### src/design/heightmap_bilinear_sample_macros.svh
// assertion macros for the heightmap bilinear sampler
// used by heightmap_bilinear_sample.sv; expects i_clk and i_rst_n in scope
`ifndef HEIGHTMAP_BILINEAR_SAMPLE_MACROS_SVH
`define HEIGHTMAP_BILINEAR_SAMPLE_MACROS_SVH

// same-cycle implication, checked out of reset
`define HBS_ASSERT_IMP(lbl, ante, cons) \
    lbl: assert property (@(posedge i_clk) disable iff (!i_rst_n) (ante) |-> (cons)) \
        else $error("heightmap sampler check failed");

// next-cycle implication, checked out of reset
`define HBS_ASSERT_NXT(lbl, ante, cons) \
    lbl: assert property (@(posedge i_clk) disable iff (!i_rst_n) (ante) |=> (cons)) \
        else $error("heightmap sampler check failed");

`endif

### src/design/hbs_pkg.sv
// shared types, constants and helpers of the heightmap bilinear sampler
// no dependencies; used by every module of the block but hbs_grid_mem
`default_nettype none

package hbs_pkg;

    localparam int POS_W        = 32;
    localparam int CFG_W        = 32;
    localparam int CFG_IDX_W    = 2;
    localparam int GRID_INDEX_W = 9;
    localparam int LOAD_W       = 20;
    localparam int WATER_W      = 20;
    localparam int HEIGHT_OUT_W = 20;
    localparam int FRAC_W       = 8;
    localparam int OUT_SHIFT    = 16;
    localparam int CLAMP_W      = 34;
    localparam int ROUND_BIAS   = 5;

    localparam logic [HEIGHT_OUT_W-1:0] OUT_MAX = '1;

    localparam logic OP_LOAD  = 1'b0;
    localparam logic OP_QUERY = 1'b1;

    typedef enum logic [CFG_IDX_W-1:0] {
        CFG_INV_SCALE   = 2'd0,
        CFG_WATER_MODE  = 2'd1,
        CFG_WATER_LEVEL = 2'd2
    } t_cfg_idx;

    typedef enum logic [3:0] {
        ST_IDLE,
        ST_MUL_X,
        ST_MUL_Z,
        ST_RANGE,
        ST_RD_BOT,
        ST_LATCH,
        ST_LEFT,
        ST_RIGHT,
        ST_BLEND,
        ST_OUT
    } t_state;

    typedef struct packed {
        logic en;
        logic sel_z;
    } t_coord_ctrl;

    typedef struct packed {
        logic left;
        logic right;
        logic blend;
    } t_interp_ctrl;

    // negative to zero, above the field to its maximum
    function automatic logic [HEIGHT_OUT_W-1:0] clamp_height(input logic signed [CLAMP_W-1:0] v);
        logic [HEIGHT_OUT_W-1:0] res;
        if (v < 0) begin
            res = '0;
        end else if (v > signed'({{(CLAMP_W-HEIGHT_OUT_W){1'b0}}, OUT_MAX})) begin
            res = OUT_MAX;
        end else begin
            res = v[HEIGHT_OUT_W-1:0];
        end
        return res;
    endfunction

endpackage

`default_nettype wire

### src/design/hbs_coord.sv
// world position to grid cell and fraction, one shared 31x32 multiplier
// depends on hbs_pkg
`default_nettype none

module hbs_coord #(
    parameter int GRID_SIZE = 17
) (
    input  wire logic                         i_clk,
    input  wire hbs_pkg::t_coord_ctrl         i_ctrl,
    input  wire logic [hbs_pkg::POS_W-2:0]    i_pos_x,
    input  wire logic [hbs_pkg::POS_W-2:0]    i_pos_z,
    input  wire logic [hbs_pkg::CFG_W-1:0]    i_inv_scale,
    output logic      [$clog2(GRID_SIZE)-1:0] o_cell,
    output logic      [hbs_pkg::FRAC_W-1:0]   o_frac,
    output logic                              o_cell_ok
);

    localparam int CW       = $clog2(GRID_SIZE);
    localparam int PROD_W   = hbs_pkg::POS_W - 1 + hbs_pkg::CFG_W;
    localparam int CELL_LSB = hbs_pkg::OUT_SHIFT + hbs_pkg::FRAC_W;
    localparam int CELL_FW  = PROD_W - CELL_LSB;
    localparam logic [CELL_FW-1:0] CELL_LIMIT = CELL_FW'(GRID_SIZE - 1);

    logic [hbs_pkg::POS_W-2:0] w_op;
    logic [PROD_W-1:0]         r_prod;

    assign w_op = i_ctrl.sel_z ? i_pos_z : i_pos_x;

    always_ff @(posedge i_clk) begin
        if (i_ctrl.en) begin
            r_prod <= PROD_W'(w_op) * PROD_W'(i_inv_scale);
        end
    end

    // grid coordinate is product >> 16 with 8 fraction bits
    assign o_frac    = r_prod[hbs_pkg::OUT_SHIFT +: hbs_pkg::FRAC_W];
    assign o_cell    = r_prod[CELL_LSB +: CW];
    assign o_cell_ok = r_prod[PROD_W-1:CELL_LSB] < CELL_LIMIT;

endmodule

`default_nettype wire

### config.mk
export PLATFORM = sky130hd
export DESIGN_NAME = hbs_coord
export DESIGN_NICKNAME = d
export VERILOG_FILES = /design/src/design/heightmap_bilinear_sample_macros.svh /design/src/design/hbs_pkg.sv /design/src/design/hbs_coord.sv
export SDC_FILE = /design/constraint.sdc
export NUM_CORES = 2
export LEC_CHECK = 0
export BUFFER_PORTS_ARGS = -buffer_cell sky130_fd_sc_hd__buf_4
export CORE_ASPECT_RATIO = 1.75
export CORE_UTILIZATION = 55
export CTS_BUF_LIST = sky130_fd_sc_hd__clkbuf_8
export DETAILED_ROUTE_END_ITERATION = 8
export PLACE_DENSITY_LB_ADDON = 0.2
export SYNTH_ARGS = -nofsm -noshare
export SYNTH_HDL_FRONTEND = slang
export SYNTH_SLANG_ARGS = --single-unit
### constraint.sdc
create_clock -name i_clk -period 10.06 [get_ports i_clk]
set_input_delay 2.012 -clock i_clk [delete_from_list [all_inputs] [get_ports i_clk]]
set_output_delay 2.012 -clock i_clk [all_outputs]
set_load 0.005 [all_outputs]
After elaboration in Yosys (flattened, before gate mapping)
Index checks and enable logic that the tools add are counted.
{"block": "totals", "reg_bits": 63, "inputBits": 97, "out_inout_bits": 14, "elab_cells": 4}
{"block": "op_classes", "mul": 1, "magnitude_cmp": 1, "mux": 1}
{"operator": "multiplier 31 x 32 -> 63 bit", "n": 1}
{"operator": "< comparator 39 x 5 -> 1 bit, second input constant", "n": 1}
{"operator": "two-way mux 31 bit", "n": 1}

Longest topological paths before layout
{"block": "depth", "ltp_word": 2, "ltp_mapped": 32}

Least setup slack after synthesis
Ideal clock, no wire load.
{"block": "synth_timing", "path_kind": "in2reg", "from": "input port i_ctrl[0] (netlist bit)", "to": "register r_prod[62], data pin", "setup_time_ps": 260, "arrival_ps": 9554, "setup_slack_ps": 246, "path_stages": 29, "n_path_buf": 4, "path_cell_list": "buf_6 -> clkbuf_1 -> mux2_2 -> clkbuf_1 -> and2_1 -> fa_1 -> fa_1 -> inv_1 -> fa_1 -> fa_1 -> inv_1 -> fa_1 -> fa_1 -> fa_1 -> inv_1 -> fa_1 -> inv_1 -> ha_1 -> clkbuf_1 -> nand2_1 -> nor3_1 -> nand2_1 -> or3_4 -> a31oi_4 -> nand4b_4 -> a311oi_4 -> a22oi_1 -> o21ai_1 -> xnor2_1"}
{"block": "synth_via", "elab_chain_len": 2}
{"item": "start, declared", "line_no": "hbs_coord.sv:9", "text": "input wire hbs_pkg::t_coord_ctrl i_ctrl,"}
{"item": "two-way mux 31 bit", "line_no": "hbs_coord.sv:27", "text": "assign w_op = i_ctrl.sel_z ? i_pos_z : i_pos_x;"}
{"item": "multiplier 31 x 32 -> 63 bit", "line_no": "hbs_coord.sv:31", "text": "r_prod <= PROD_W'(w_op) * PROD_W'(i_inv_scale);"}
{"item": "end signal, assigned", "line_no": "hbs_coord.sv:31"}
{"item": "end, declared", "line_no": "hbs_coord.sv:25", "text": "logic [PROD_W-1:0] r_prod;"}
Every way passes these cells.
A chain may end at the register's enable or synchronous reset.

Worst setup path after layout
{"block": "layout_timing", "from": "input port i_ctrl[0] (netlist bit)", "to": "register r_prod[46], data pin"}
The elaborated chain is that of the path after synthesis.

==> run summary <==
* completed — outcome
* 56 — count of unique library cells instantiated by Yosys
* 32.5% — overall fraction of global-route tracks in use
* 53.0% — max-slew headroom at the worst pin
* 4.20% — proportion of synthesized chip area in sequential cells
* 97.3% — period utilisation layout
* 82300 um — total half-perimeter wirelength after legalization and detailed placement
* 5.92% — Area Overhead vs Synth
* 47 — clock net sink count
* flip-flop — Worst setup EP type
* 149000 um — global-route wire length before repair
* 16 — Critical Path Fanout Max
* 560 ps — largest incremental delay on the critical path
* i_ctrl[0] — Crit. Startpoint
* 0 — Final ANT Viol Nets
* 62200 um2 — Total Die Area
* 5432 — filler instances
* 4803 — Net Count, Synth
* 10110 ps — required arrival time at the worst endpoint
* 9840 ps — data arrival time of the critical path
* r_prod — top register by number of flip-flops
* 33600 um2 — synthesized cell area
* 0 — initial antenna violation count
* 96200 um — Post-Route WL
* 0 ps — setup tns final
* 21.9 um — routed len/inst
* 48 — pin count of the biggest net entering global routing
* 3.06% — Global Route met3 Usage
* 61.5% — met2 Resource Use GR
* 0 — detailed-route DRC error count
* 9790 ps — fin crit period
* 329 um — height of the chip
* 1217 — initial DRC count
* fa_1 — cell occurring most often along the worst timing path
* r_prod (47) — registers with the most flip-flops
* 119 — number of core rows
* 47 — synthesis-stage register bit count
* 90 ps — clk slew on worst S/H paths
* 706 ps — slew at the pin closest to its max-slew limit
* r_prod[46]$_DFFE_PP_ — Critical Path End
* 0 — grt total ovfl
* 0 — final slew viol count
* 4818 — final net count
* 189 um — die span in x
* false — unrepaired setup endpoints after global routing
* in -> reg — class of the most critical setup path
* 1 — number of cells on the worst hold path
* 55.8% — initial standard-cell utilization of the core
* 35500 um2 — cell area after placement
* 0 — number of max-capacitance violations reported
* 111 — count of pins on the block boundary
* 35600 um2 — final std cell area, no fill
* 102 MHz — achievable clock frequency
* built — CTS tree
* 2 — number of H-tree branching levels
* 0 — Hold-fix buffers, CTS
* 0.943 — global placement routability congestion
* 0 — Synthesis Warnings
* fa_1 — worst-path cell with the longest stage delay
* 110 — count of buffers inserted at the top-level ports
* met2 — layer with the highest usage after global routing
* 0% — ys async rst share
* 5 — 1st-pass router iterations
* 29.0% — met1 usage
* 7.82% — share of post-route cells with drive strength above 1
* 0 — number of endpoints with negative hold slack in the final report
* clkbuf_8 — cell at the root of the clock tree
* 60300 um2 — core region area
* 47 — EDFF count, synth
* 27851 — number of global-route vias before repair
* edfxtp_1 — Post-synth top flop
* 5.57 — via-per-instance ratio
* 9.38 um2 — Mapped Avg Cell Area
* 5 — number of buffers inserted during clock tree synthesis
* primary input — startpoint type of the worst setup path
* in -> reg — class of the tightest hold or removal check
* 47 — flip-flop count of the largest register, all copies and words added
* 0 — setup-violating endpoint count in the final report
* 2 — maximum buffer depth of the clock tree
* 24461 — total number of vias
* 3588 — instance count of the mapped netlist
[through the flow]
step / hold slack [ps] / setup WS (ps) / instances / utilization, %
floorplan: 2120 / 246 / 3588 / -
global placement: 2410 / 5.26 / 4382 / 58.9
detailed placement: 2410 / -77.7 / 4382 / 58.9
CTS: 2230 / 237 / 4390 / 59.1
global route: 2240 / 40.6 / 4390 / 59.1
finish: 2230 / 268 / 4391 / 59.1
[cell usage after synthesis (all sizes together), types with 2 or more instances]
cell type	count	share of area (%)
edfxtp	47	4.2
xor2	17	0.44
mux2i	2	0.060
fa	865	51
xnor2	32	0.83
a221oi	4	0.12
nand2b	2	0.037
nor2b	3	0.056
mux2	31	1.0
nand3	11	0.16
a21o	46	1.0
a31oi	11	0.25
a211oi	4	0.10
nor2	22	0.25
nor3	12	0.18
or3	2	0.052
clkbuf	208	2.3
a221o	5	0.15
o31ai	4	0.13
nor4	9	0.19
o211ai	3	0.067
buf	14	0.32
nand4	18	0.33
o21bai	12	0.27
o21a	3	0.067
a41oi	2	0.052
ha	253	9.4
nand2	488	5.4
o21ai	28	0.42
or2	2	0.037
and4	5	0.13
and2	538	10
inv	820	9.1
and3	5	0.093
a21oi	47	0.70
[critical path, delay by kind of cell]
| kind | cells | cell delay, ps |
|---|---|---|
| buffers and inverters | 9 | 990 |
| AND/OR/NAND/NOR | 1 | 110 |
| multiplexers | 1 | 440 |
| AO/OA/AOI/OAI | 8 | 2100 |
| XOR/XNOR | 1 | 140 |
| adder cells (fa/ha/maj) | 9 | 4010 |
[cell families (layout without fill, tap and decap cells)]
| logic type | Yosys count | after routing | share of synthesized area [%] |
|---|---|---|---|
| buf+inv | 1042 | 1058 | 11.8 |
| fa+ha+maj | 1118 | 1118 | 60.9 |
| flops | 47 | 47 | 4.20 |
| xor+xnor | 49 | 49 | 1.28 |
| mux | 33 | 33 | 1.10 |
| other cells | 0 | 1 | 0 |
| compound gates | 179 | 179 | 3.67 |
| simple gates | 1120 | 1120 | 17.1 |
[final cells by class]
type | count | area (um2) | share of cell area, %
antenna | 1 | 2.50 | 0.00702
clock buffer | 5 | 68.8 | 0.193
clock inverter | 3 | 20.0 | 0.0562
inverter | 820 | 3080 | 8.64
multi-input combinational | 2499 | 28300 | 79.4
sequential | 47 | 1410 | 3.96
tap | 786 | 983 | 2.76
timing repair buffer | 230 | 1790 | 5.02
[cells in the final DEF, fill, tap and decap left out, drive strengths merged, types with 3 or more instances in the layout]
| cell | instances |
|---|---|
| fa | 865 |
| nand4 | 18 |
| nor2b | 3 |
| o21ai | 28 |
| o31ai | 4 |
| inv | 822 |
| o21a | 3 |
| buf | 230 |
| a21o | 46 |
| nand2 | 488 |
| mux2 | 31 |
| nand3 | 11 |
| o21bai | 12 |
| clkbuf | 5 |
| nor4 | 9 |
| xnor2 | 32 |
| edfxtp | 47 |
| xor2 | 17 |
| nor3 | 12 |
| o211ai | 3 |
| and2 | 538 |
| a31oi | 11 |
| a221o | 5 |
| a21oi | 47 |
| ha | 253 |
| and4 | 5 |
| a211oi | 4 |
| a221oi | 4 |
| and3 | 5 |
| nor2 | 22 |
[timing repair]
action / CTS / global route
setup endpoints to repair: 0 / 2
buffers inserted: 0 / 0
resized for setup: 0 / 4
[metal layers]
layer / routed length, um / up-vias
li1: - / 10457
met1: 27500 / 12749
met2: 52800 / 826
met3: 3700 / 429
met4: 12100 / 0
met5: 0 / -
[worst min path at each step]
stage | start | end
after floorplan | i_ctrl[1] | r_prod[16]$_DFFE_PP_
after global placement | r_prod[22]$_DFFE_PP_ | o_frac[6]
after detailed placement | r_prod[20]$_DFFE_PP_ | o_frac[4]
after CTS | i_ctrl[1] | r_prod[58]$_DFFE_PP_
after global routing | i_ctrl[1] | r_prod[58]$_DFFE_PP_
final | i_ctrl[1] | r_prod[58]$_DFFE_PP_
Power is left out: the tool's default activity adds up to more than one toggle a clock period on the data nets, which glitch-free logic cannot reach.
