[config.mk]
export PLATFORM = sky130hd
export DESIGN_NAME = hbs_interp
export DESIGN_NICKNAME = d
export VERILOG_FILES = /design/src/design/heightmap_bilinear_sample_macros.svh /design/src/design/hbs_pkg.sv /design/src/design/hbs_interp.sv
export SDC_FILE = /design/constraint.sdc
export NUM_CORES = 1
export LEC_CHECK = 0
export BUFFER_PORTS_ARGS = -buffer_cell sky130_fd_sc_hd__clkbuf_2
export CORE_MARGIN = 4
export CORE_UTILIZATION = 30
export CTS_CLUSTER_DIAMETER = 120
export DETAILED_ROUTE_END_ITERATION = 8
export GPL_TIMING_DRIVEN = 0
export MAX_ROUTING_LAYER = met4
export PLACE_DENSITY = 0.54
export SLEW_MARGIN = 20
export SYNTH_ARGS = -nofsm -noshare
export SYNTH_HDL_FRONTEND = slang
export SYNTH_SLANG_ARGS = --single-unit
[constraint.sdc]
create_clock -name i_clk -period 9.8 [get_ports i_clk]
set_input_delay 0.49 -clock i_clk [delete_from_list [all_inputs] [get_ports i_clk]]
set_output_delay 0.49 -clock i_clk [all_outputs]
set_load 0.05 [all_outputs]
[src/design/heightmap_bilinear_sample_macros.svh]
// assertion macros for the heightmap bilinear sampler
// used by heightmap_bilinear_sample.sv; expects i_clk and i_rst_n in scope
`ifndef HEIGHTMAP_BILINEAR_SAMPLE_MACROS_SVH
`define HEIGHTMAP_BILINEAR_SAMPLE_MACROS_SVH

// same-cycle implication, checked out of reset
`define HBS_ASSERT_IMP(lbl, ante, cons) \
    lbl: assert property (@(posedge i_clk) disable iff (!i_rst_n) (ante) |-> (cons)) \
        else $error("heightmap sampler check failed");

// next-cycle implication, checked out of reset
`define HBS_ASSERT_NXT(lbl, ante, cons) \
    lbl: assert property (@(posedge i_clk) disable iff (!i_rst_n) (ante) |=> (cons)) \
        else $error("heightmap sampler check failed");

`endif

[src/design/hbs_pkg.sv]
// shared types, constants and helpers of the heightmap bilinear sampler
// no dependencies; used by every module of the block but hbs_grid_mem
`default_nettype none

package hbs_pkg;

    localparam int POS_W        = 32;
    localparam int CFG_W        = 32;
    localparam int CFG_IDX_W    = 2;
    localparam int GRID_INDEX_W = 9;
    localparam int LOAD_W       = 20;
    localparam int WATER_W      = 20;
    localparam int HEIGHT_OUT_W = 20;
    localparam int FRAC_W       = 8;
    localparam int OUT_SHIFT    = 16;
    localparam int CLAMP_W      = 34;
    localparam int ROUND_BIAS   = 5;

    localparam logic [HEIGHT_OUT_W-1:0] OUT_MAX = '1;

    localparam logic OP_LOAD  = 1'b0;
    localparam logic OP_QUERY = 1'b1;

    typedef enum logic [CFG_IDX_W-1:0] {
        CFG_INV_SCALE   = 2'd0,
        CFG_WATER_MODE  = 2'd1,
        CFG_WATER_LEVEL = 2'd2
    } t_cfg_idx;

    typedef enum logic [3:0] {
        ST_IDLE,
        ST_MUL_X,
        ST_MUL_Z,
        ST_RANGE,
        ST_RD_BOT,
        ST_LATCH,
        ST_LEFT,
        ST_RIGHT,
        ST_BLEND,
        ST_OUT
    } t_state;

    typedef struct packed {
        logic en;
        logic sel_z;
    } t_coord_ctrl;

    typedef struct packed {
        logic left;
        logic right;
        logic blend;
    } t_interp_ctrl;

    // negative to zero, above the field to its maximum
    function automatic logic [HEIGHT_OUT_W-1:0] clamp_height(input logic signed [CLAMP_W-1:0] v);
        logic [HEIGHT_OUT_W-1:0] res;
        if (v < 0) begin
            res = '0;
        end else if (v > signed'({{(CLAMP_W-HEIGHT_OUT_W){1'b0}}, OUT_MAX})) begin
            res = OUT_MAX;
        end else begin
            res = v[HEIGHT_OUT_W-1:0];
        end
        return res;
    endfunction

endpackage

`default_nettype wire

[src/design/hbs_interp.sv]
// bilinear blend of four corner heights through one shared multiplier
// depends on hbs_pkg
`default_nettype none

module hbs_interp #(
    parameter int HEIGHT_BITS = 20
) (
    input  wire logic                              i_clk,
    input  wire hbs_pkg::t_interp_ctrl             i_ctrl,
    input  wire logic signed [HEIGHT_BITS-1:0]     i_h00,
    input  wire logic signed [HEIGHT_BITS-1:0]     i_h01,
    input  wire logic signed [HEIGHT_BITS-1:0]     i_h10,
    input  wire logic signed [HEIGHT_BITS-1:0]     i_h11,
    input  wire logic [hbs_pkg::FRAC_W-1:0]        i_fx,
    input  wire logic [hbs_pkg::FRAC_W-1:0]        i_fz,
    output logic      [hbs_pkg::HEIGHT_OUT_W-1:0]  o_height
);

    localparam int LW = HEIGHT_BITS + hbs_pkg::FRAC_W;   // one axis blended, scaled by 256
    localparam int DW = LW + 1;
    localparam int PW = DW + hbs_pkg::FRAC_W + 1;
    localparam int VW = HEIGHT_BITS + 2 * hbs_pkg::FRAC_W + 1;
    localparam logic signed [PW-1:0] BIAS_V = PW'(hbs_pkg::ROUND_BIAS) <<< hbs_pkg::OUT_SHIFT;

    logic signed [DW-1:0]               w_diff;
    logic signed [hbs_pkg::FRAC_W:0]    w_frac;
    logic signed [PW-1:0]               w_base;
    logic signed [PW-1:0]               w_prod;
    logic signed [PW-1:0]               w_sum;
    logic                               w_level;
    logic signed [LW-1:0]               r_left;
    logic signed [LW-1:0]               r_right;
    logic signed [VW-1:0]               r_v;
    logic                               r_level;

    // a*(256-f) + b*f rewritten as a*256 + (b-a)*f
    always_comb begin
        if (i_ctrl.left) begin
            w_diff = DW'(i_h10) - DW'(i_h00);
            w_frac = signed'({1'b0, i_fz});
            w_base = PW'(i_h00) <<< hbs_pkg::FRAC_W;
        end else if (i_ctrl.right) begin
            w_diff = DW'(i_h11) - DW'(i_h01);
            w_frac = signed'({1'b0, i_fz});
            w_base = PW'(i_h01) <<< hbs_pkg::FRAC_W;
        end else begin
            w_diff = DW'(r_right) - DW'(r_left);
            w_frac = signed'({1'b0, i_fx});
            w_base = (PW'(r_left) <<< hbs_pkg::FRAC_W) + BIAS_V;
        end
    end

    assign w_prod  = w_diff * w_frac;
    assign w_sum   = w_base + w_prod;
    assign w_level = (i_h00 == i_h10) && (i_h10 == i_h01) && (i_h01 == i_h11);

    always_ff @(posedge i_clk) begin
        if (i_ctrl.left) begin
            r_left  <= w_sum[LW-1:0];
            r_level <= w_level;
        end
        if (i_ctrl.right) begin
            r_right <= w_sum[LW-1:0];
        end
        if (i_ctrl.blend) begin
            r_v <= w_sum[VW-1:0];
        end
    end

    // level cell gives the corner itself, no bias
    assign o_height = r_level
        ? hbs_pkg::clamp_height(hbs_pkg::CLAMP_W'(i_h00))
        : hbs_pkg::clamp_height(hbs_pkg::CLAMP_W'(r_v >>> hbs_pkg::OUT_SHIFT));

endmodule

`default_nettype wire

# Yosys cells after proc, flatten, opt, wreduce, memory -nomap -nowiden
# Cells that the tools add are included.
# word_totals
register_bits,94
wordCells,30
input_bits,100
# classes
reduce_logical,2
mul,1
magnitude_cmp,4
n_eq_ne,3
muxes,11
add_sub_neg,5
# op_table
cell,count
2-to-1 mux 20 bit,5
2-to-1 mux 37 bit,2
equality test 20 bit,3
2-to-1 mux 29 bit,2
subtractor 20 x 20 -> 21 bit,2
"adder 36 x 20 -> 37 bit, second input constant",1
adder 37 bit,1
multiplier 29 x 9 -> 37 bit,1
subtractor 28 x 28 -> 29 bit,1
"> comparator 20 x 21 -> 1 bit, second input constant",1
"> comparator 21 bit, second input constant",1
"< comparator 21 x 1 -> 1 bit, second input constant",1
"< comparator 20 x 1 -> 1 bit, second input constant",1
2-to-1 mux 8 bit,2
logical AND 1 bit,2

# Logic depth before layout (Yosys ltp)
# Gate-level depths: netlist of run 1.
# depth
word_depth,5
mapped_depth,31
depth_no_buf,30

# Worst setup path after synthesis of run 1
# OpenSTA, ideal clock, no wires.
# synth_path
path_type,input to register
startpoint,in i_h01[2]
endpoint,"reg r_v[35], data pin"
arrival_ns,7.178
t_required_ns,9.542
cell_stages,30
setup_ns,0.258
n_path_buf,1
slack_ns,2.364
path_cell_list,inv_1 -> ha_1 -> nor2b_1 -> o31a_1 -> o21ai_2 -> o211ai_2 -> a31o_2 -> a21oi_2 -> o22a_4 -> and2_1 -> buf_2 -> or3b_1 -> fa_1 -> inv_1 -> fa_1 -> fa_1 -> fa_1 -> inv_1 -> fa_1 -> inv_1 -> ha_1 -> a21oi_1 -> nand2_1 -> a311oi_1 -> a21oi_1 -> o22ai_1 -> o21ai_0 -> a211o_1 -> a21oi_1 -> xnor2_1
# synth_between
elab_chain_len,5
elab_cells_between_ends,7
cone_classes,2 x add/sub; 1 x mul; 4 x mux
# synth_rtl
item,line_no,source
start: declaration,hbs_interp.sv:11,"input wire logic signed [HEIGHT_BITS-1:0] i_h01,"
subtractor 20 x 20 -> 21 bit,hbs_interp.sv:43,w_diff = DW'(i_h11) - DW'(i_h01);
2-to-1 mux 29 bit,hbs_interp.sv:42,end else if (i_ctrl.right) begin
2-to-1 mux 29 bit,hbs_interp.sv:38,if (i_ctrl.left) begin
multiplier 29 x 9 -> 37 bit,hbs_interp.sv:53,assign w_prod = w_diff * w_frac;
adder 37 bit *,hbs_interp.sv:54,assign w_sum = w_base + w_prod;
via w_sum[35],hbs_interp.sv:29,logic signed [PW-1:0] w_sum;
end signal: assignment,hbs_interp.sv:66,r_v <= w_sum[VW-1:0];
end: declaration,hbs_interp.sv:33,logic signed [VW-1:0] r_v;
# The timed path passes the listed nets; every way through them passes the cells marked *.
# A chain may end at the register's enable or synchronous reset.

# Final worst setup path of run 1
# layout_path
startpoint,in i_ctrl[1] (netlist bit)
endpoint,"reg r_v[35], data pin"
# layout_between
elab_chain_len,4
elab_cells_between_ends,8
cone_classes,1 x add/sub; 1 x mul; 6 x mux
# layout_rtl
item,line_no,source
start: declaration,hbs_interp.sv:9,"input wire hbs_pkg::t_interp_ctrl i_ctrl,"
2-to-1 mux 29 bit / 2-to-1 mux 8 bit (equally long branches),hbs_interp.sv:42,
2-to-1 mux 29 bit / 2-to-1 mux 8 bit (equally long branches),hbs_interp.sv:38,
multiplier 29 x 9 -> 37 bit,hbs_interp.sv:53,
adder 37 bit *,hbs_interp.sv:54,
via w_sum[35],hbs_interp.sv:29,
# Marked as above.

==> results of run 1 <==
-- cell usage after synthesis, types with 24 or more instances --
| master | n | area, sq um |
|---|---|---|
| clkbuf_1 | 39 | 146.4 |
| o21a_1 | 24 | 180.2 |
| a21o_1 | 37 | 277.8 |
| fa_1 | 209 | 4184 |
| o21ai_0 | 63 | 315.3 |
| inv_1 | 268 | 1006 |
| nand2_1 | 95 | 356.6 |
| mux2i_1 | 27 | 270.3 |
| nor2b_1 | 26 | 162.7 |
| a211oi_1 | 25 | 187.7 |
| xor2_1 | 33 | 289.0 |
| nand2b_1 | 69 | 431.7 |
| edfxtp_1 | 78 | 2342 |
| ha_1 | 145 | 1814 |
| a21oi_1 | 94 | 470.5 |
| nor3_1 | 24 | 120.1 |
| xnor2_1 | 79 | 691.9 |
| nor2_1 | 202 | 758.2 |
| nand3_1 | 28 | 140.1 |
-- worst min-delay path: stages --
cell      delay, ns
clkbuf_2       0.10
xnor2_1        0.08
nand4_1        0.07
nor4_1         0.08
-- sequential cells by signal (all words and copies together) (netlist names) --
register / flops
r_left: 28
r_level: 1
r_right: 28
r_v: 21
-- per-layer routing --
| metal | share of wire [%] | up-vias | global-route usage (%) |
|---|---|---|---|
| met1 | 45 | 6870 | 27.79 |
| li1 | - | 6215 | - |
| met2 | 48 | 418 | 33.10 |
| met3 | 5.9 | 40 | 3.156 |
| met4 | 1.5 | 0 | 3.149 |
| met5 | 0 | - | - |
-- worst min path at each step --
stage	from	depth (start not counted)	to
after detailed placement	i_h01[16]	4	r_level
after global placement	i_h01[16]	4	r_level
final	i_h01[16]	4	r_level
after global routing	i_h01[16]	4	r_level
after CTS	i_h01[16]	4	r_level
after floorplan	i_ctrl[2]	0	r_left[0]
-- timing repair --
action	4_1_cts	5_1_grt
hold buffers	0	0
endpoints found under the setup margin	0	6
buffers inserted	0	0
resized for setup	0	1
-- metrics by stage --
stage / setup slack [ns] / util [%] / cell area, sq um / setup TNS (ns)
2_1_floorplan: 2.364 / - / 15760 / 0
3_3_place_gp: -0.1857 / 33.34 / 17210 / -0.9187
3_5_place_dp: -0.2164 / 33.36 / 17220 / -1.299
4_1_cts: 0.1545 / 33.97 / 17530 / 0
5_1_grt: 0.06186 / 33.98 / 17540 / 0
6_report: 0.4631 / 33.98 / 17540 / 0
-- layout by cell type, fill, tap and decap left out, types with 12 or more instances in the layout --
cell type and n:
a211oi_1 25, a21o_1 37, a21oi_1 94, a22o_1 21, and2_1 12, and3_1 14
clkbuf_1 39, clkbuf_2 120, edfxtp_1 78, fa_1 209, ha_1 145, inv_1 268
mux2i_1 26, nand2_1 95, nand2b_1 69, nand3_1 28, nand4_1 18, nor2_1 201
nor2b_1 26, nor3_1 24, o21a_1 24, o21ai_0 63, or2_2 12, xnor2_1 79
xor2_1 33
-- kinds of logic after synthesis --
kind of cell,synth area share (%)
AOI/OAI and AO/OA,15.06
xor gates and xnor gates,6.224
adders and majority gates,38.06
buffers and inverters,7.621
DFF,14.86
muxes,1.929
and+or+nand+nor,16.25
-- final cells by class --
cell class,count,share of cell area [%]
clock buffer,9,1.284
inverter,269,5.757
timing repair buffer,120,3.453
sequential,78,13.35
multi-input combinational,1381,69.70
clock inverter,7,0.5136
buffer,48,1.091
tap,680,4.851
==> metrics, run 1 <==
status complete, no violations; Period minus WS final 9.337 ns; Final #Nets about 2.4k; HPWL Detailed between 40 and 50 mm; Worst path depth 25; worst min path class in -> reg; Top-Level Pins 120; antenna violations before repair 0; clk root buf clkbuf_16; pin count of the biggest net entering global routing 34; Warnings, synthesis 0; vias in the first global route 13.44k; Sink Count between 70 and 80; final worst-path cycle share about 95%; Tightest Pin Transition around 1.1 ns; number of I/O port buffers ~120; family with the most delay on the worst path adder cells; Min Hold Slack 0.6438 ns; worst skew pair latency around 0.37 ns; Async S/R FF share, synth 0%; r2r startpoint r_left[1]; wire length per cell ~22 um; core outline area ~52000 sq um; overall global routing resource usage approximately a fifth; final-report hold violation count 0; initial core utilization 30.54%; Final Skew ~0.019 ns; Initial DRT Pass Iterations 5; register area share after synthesis 14.86%; CP bufs+invs 7; CTS H-Tree Depth 3; crit path from i_ctrl[1]; MaxCap Viol Count 0; Die X ~240 um; antenna-violating nets left 0; Multi-input gate area roughly 12000 sq um; drt total wl 56.94 mm; post-synthesis cell count ~1.8k; Setup violations, final 0; Fillers between 5k and 6k; WP data required 9.92 ns; RSZ-0062 raised after global routing no; CP Capture Type flip-flop; crit path to r_v[35]; Post-Syn Nets ~2.2k; DP Cell Count 2576; Post-synth EDFFs between 70 and 80; Syn Std Cell Area 15760 sq um; Peak Freq 107.1 MHz; slowest CP cell mux2i_1; FP Rows between 80 and 90; remaining global-route overflow 0; CTS tree yes; register area between 2000 and 2500 sq um; die area between 50000 and 60000 sq um; Reg2Reg Setup Slack ~1.1 ns; Worst path max stage delay 0.85 ns; fin. max-slew vios 0; Placer Congestion ~0.99; most frequent CP cell fa_1; Synth-to-Final Area Change 11.28%; Unique masters post-synth 73; CP arrival 9.46 ns; Post-Layout Cell Count approximately 2.6k; TritonCTS Buffers 9; Remaining DRCs 0; crit path launch type primary input; CTS Buffer Depth 2; Worst Path Max Fanout 29; #FFs+latches synth 78; share of post-route cells with drive strength above 1 a little under a tenth; WS Path Type in -> reg; # diodes 0; Via Count roughly 14k; FF-to-FF End r_v[35]; dominant synthesized flop cell edfxtp_1; clk slew on worst S/H paths ~0.08 ns; first-pass GRT wire length ~85 mm; worst r2r path cells 29; initial DRC count 1173; post-synthesis area per instance around 8.9 sq um; detailed-route vias per instance about 5.2; Slew headroom roughly 28%; DIE HEIGHT 237.2 um
Power of run 1 is not shown: default switching activity piles up to over one toggle a cycle in this logic, so the estimate is an artifact.
==> inputs of run 2 (changes only) <==
- ABC_AREA: not set -> 1
- PLACE_DENSITY: 0.54 -> 0.53
==> metrics, run 2 <==
count leader, synth nand2_1; CP Capture Type flip-flop; CTS H-Tree Depth 3 (unchanged); Die X 250.3 um (+5.5%); fin. max-slew vios 0 (unchanged); Worst path depth 21 (-16%); slowest CP cell a221oi_1; HPWL Detailed 64.24 mm (+31%); Hold Path Cell Cnt 6 (+2); r2r startpoint r_left[0]; CP cell instances clkbuf_2 > buf_2 > nor2_2 > buf_2 > a221oi_1 > inv_1 > nor2_1 > ha_1 > inv_1 > fa_1 > fa_1 > inv_1 > fa_1 > fa_1 > ha_1 > a21oi_1 > a21boi_0 > o21ai_0 > nand2_1 > nand2_1 > xor2_1; top cells by area, synth fa_1 (24%), edfxtp_1 (13%), nand2_1 (11%); vias in the first global route 16.65k (+24%); Slew headroom 27.17% (-0.96 points); wire length per cell 21.74 um (-1.0%); DIE HEIGHT 250.3 um (+5.5%); xor-xnor portion of the synthesized cell area 3.233% (-3.0 points); overall global routing resource usage 23.42% (+3.0 points); CTS Buffer Depth 2 (unchanged); Regs by FF count r_left (28), r_right (28), r_v (21); final-report hold violation count 0 (unchanged); WS Path Type in -> reg; initial core utilization 30.41% (-0.13 points); Initial DRT Pass Iterations 7 (+2); Fillers 6369 (+19%); Setup Fix Bufs, Post-CTS 0 (unchanged); setup ws final 1.804 ns (+1.341 ns); FP Rows 88 (+6.0%); post-synthesis area per instance 7.220 sq um (-19%); Post-synth EDFFs 78 (unchanged); remaining global-route overflow 0 (unchanged); most frequent CP cell fa_1; Warnings, synthesis 0 (unchanged); worst skew pair latency 0.35 ns (-0.02 ns); CTS tree yes; #FFs+latches synth 78 (unchanged); share of post-route cells with drive strength above 1 9.243% (+0.14 points); Placer Congestion 1.006 (+1.7%); largest family of logic cells by synthesized area adder cells; DP Area 19170 sq um (+11%); Worst Path Max Fanout 29 (unchanged); TritonCTS Buffers 9 (unchanged); CP bufs+invs 6 (-1); Top-Level Pins 120 (unchanged); clk root buf clkbuf_16; Worst path max stage delay 0.98 ns (+0.13 ns); final worst-path cycle share 81.59% (-14 points); cell type with the largest total area after synthesis fa_1; Post-Syn Nets 2893 (+30%); Peak Freq 125.1 MHz (+17%); CP arrival 8.10 ns (-1.36 ns); detailed-route vias per instance 5.062 (-3.1%); register area share after synthesis 13.30% (-1.6 points); adder-cell share of the synthesized area 34.06% (-4.0 points); antenna violations before repair 2 (+2); number of I/O port buffers 119 (unchanged); hold_buf cts 0 (unchanged); worst r2r path cells 25 (-14%); post-synthesis cell count 2439 (+37%); clk slew on worst S/H paths 0.06 ns (-0.02 ns); multiplexer area fraction after synthesis 0% (-1.9 points); register area 2342 sq um (unchanged); commonest cells in the netlist nand2_1 (519), inv_1 (503), nor2_1 (216); core outline area 57920 sq um (+12%); initial DRC count 1574 (+34%); setup TNS 0 ns (unchanged); antenna-violating nets left 0 (unchanged); Multi-input gate area 13120 sq um (+7.3%); crit path launch type primary input; MaxCap Viol Count 0 (unchanged); number of gates resized after cts 0 (unchanged); first-pass GRT wire length 108.0 mm (+28%); Final Skew 0.007556 ns (-0.01113 ns); crit path from i_ctrl[1]; family with the most delay on the worst path adder cells; WP data required 9.91 ns (about the same); Tightest Pin Transition 1.092 ns (+0.01447 ns); post-placement worst setup slack 1.337 ns (+1.553 ns); worst min path class in -> reg; Yosys top cell area share 23.76% (-2.8 points); Final #Nets 3024 (+28%); status complete, no violations; fin area 19520 sq um (+11%); dominant synthesized flop cell edfxtp_1; most common library cell in the layout ignoring fill and taps nand2_1; Setup violations, final 0 (unchanged); die area 62640 sq um (+11%); Synth-to-Final Area Change 10.84%; post-synthesis compound-gate area fraction 10.20% (-4.9 points); Via Count 16.93k (+25%); hold_sp i_h10[7]; Period minus WS final 7.996 ns (-1.341 ns); Unique masters post-synth 51 (-30%); Sink Count 78 (unchanged); Syn Std Cell Area 17610 sq um (+12%); Async S/R FF share, synth 0% (unchanged); drt total wl 72.71 mm (+28%); pin count of the biggest net entering global routing 36 (+5.9%); RSZ-0062 raised after global routing no; post-synthesis simple-gate area fraction 27.01% (+11 points); Remaining DRCs 0 (unchanged); most frequent cells in the layout nand2_1 (519), inv_1 (503), nor2_1 (216)
## run 2: changes by cell type after synthesis, moves of 46 or more
cell and change:
a21oi_1 +58, inv_1 +235, nand2_1 +424, nand2b_1 -69, nand3_1 +146, nand4_1 +46, xnor2_1 -55
## run 2: cell type report
class,count,area share (%)
multi-input cells,1806,67.21
plain buffers,45,1.205
repair buffers,120,3.090
clock buffers,10,1.173
flip-flops and latches,78,12.00
clock inverters,6,0.5641
diodes,4,0.05128
inverters,510,9.807
well taps,765,4.904
## run 2: routing by layer
metal,wire (um),GRT usage [%]
met1,32080,31.35
met2,32770,36.40
met3,5716,4.922
met4,2148,5.912
met5,0,-
## run 2: cells by family after synthesis
logic type,Yosys count
compound gates,314
xor+xnor,65
fa+ha+maj,354
buf+inv,555
flops,78
simple gates,1073
## run 2: tightest hold or removal path, cell delays in order
cell	delay (ns)
clkbuf_2	0.13
xnor2_1	0.07
nand4_1	0.06
nor2_1	0.06
nand2_1	0.06
nor2_1	0.05
## run 2: stage by stage
stage                     hold slack (ns)  utilization (%)  instances
after global routing               0.7487            33.69       3341
after global placement             0.8578            33.09       3323
after CTS                          0.7163            33.69       3340
after floorplan                    0.6025                -       2439
final                              0.7435            33.70       3344
after detailed placement           0.8492            33.10       3324
## run 2: path summary, 6_finish.rpt
check | to | slack [ns]
setup / recovery | r_left[22] | 1.80
hold / removal | r_level | 0.74
setup reg to reg | r_left[22] | 1.99
hold reg to reg | r_v[36] | 0.87
Power of run 2 is left out for the same reason.
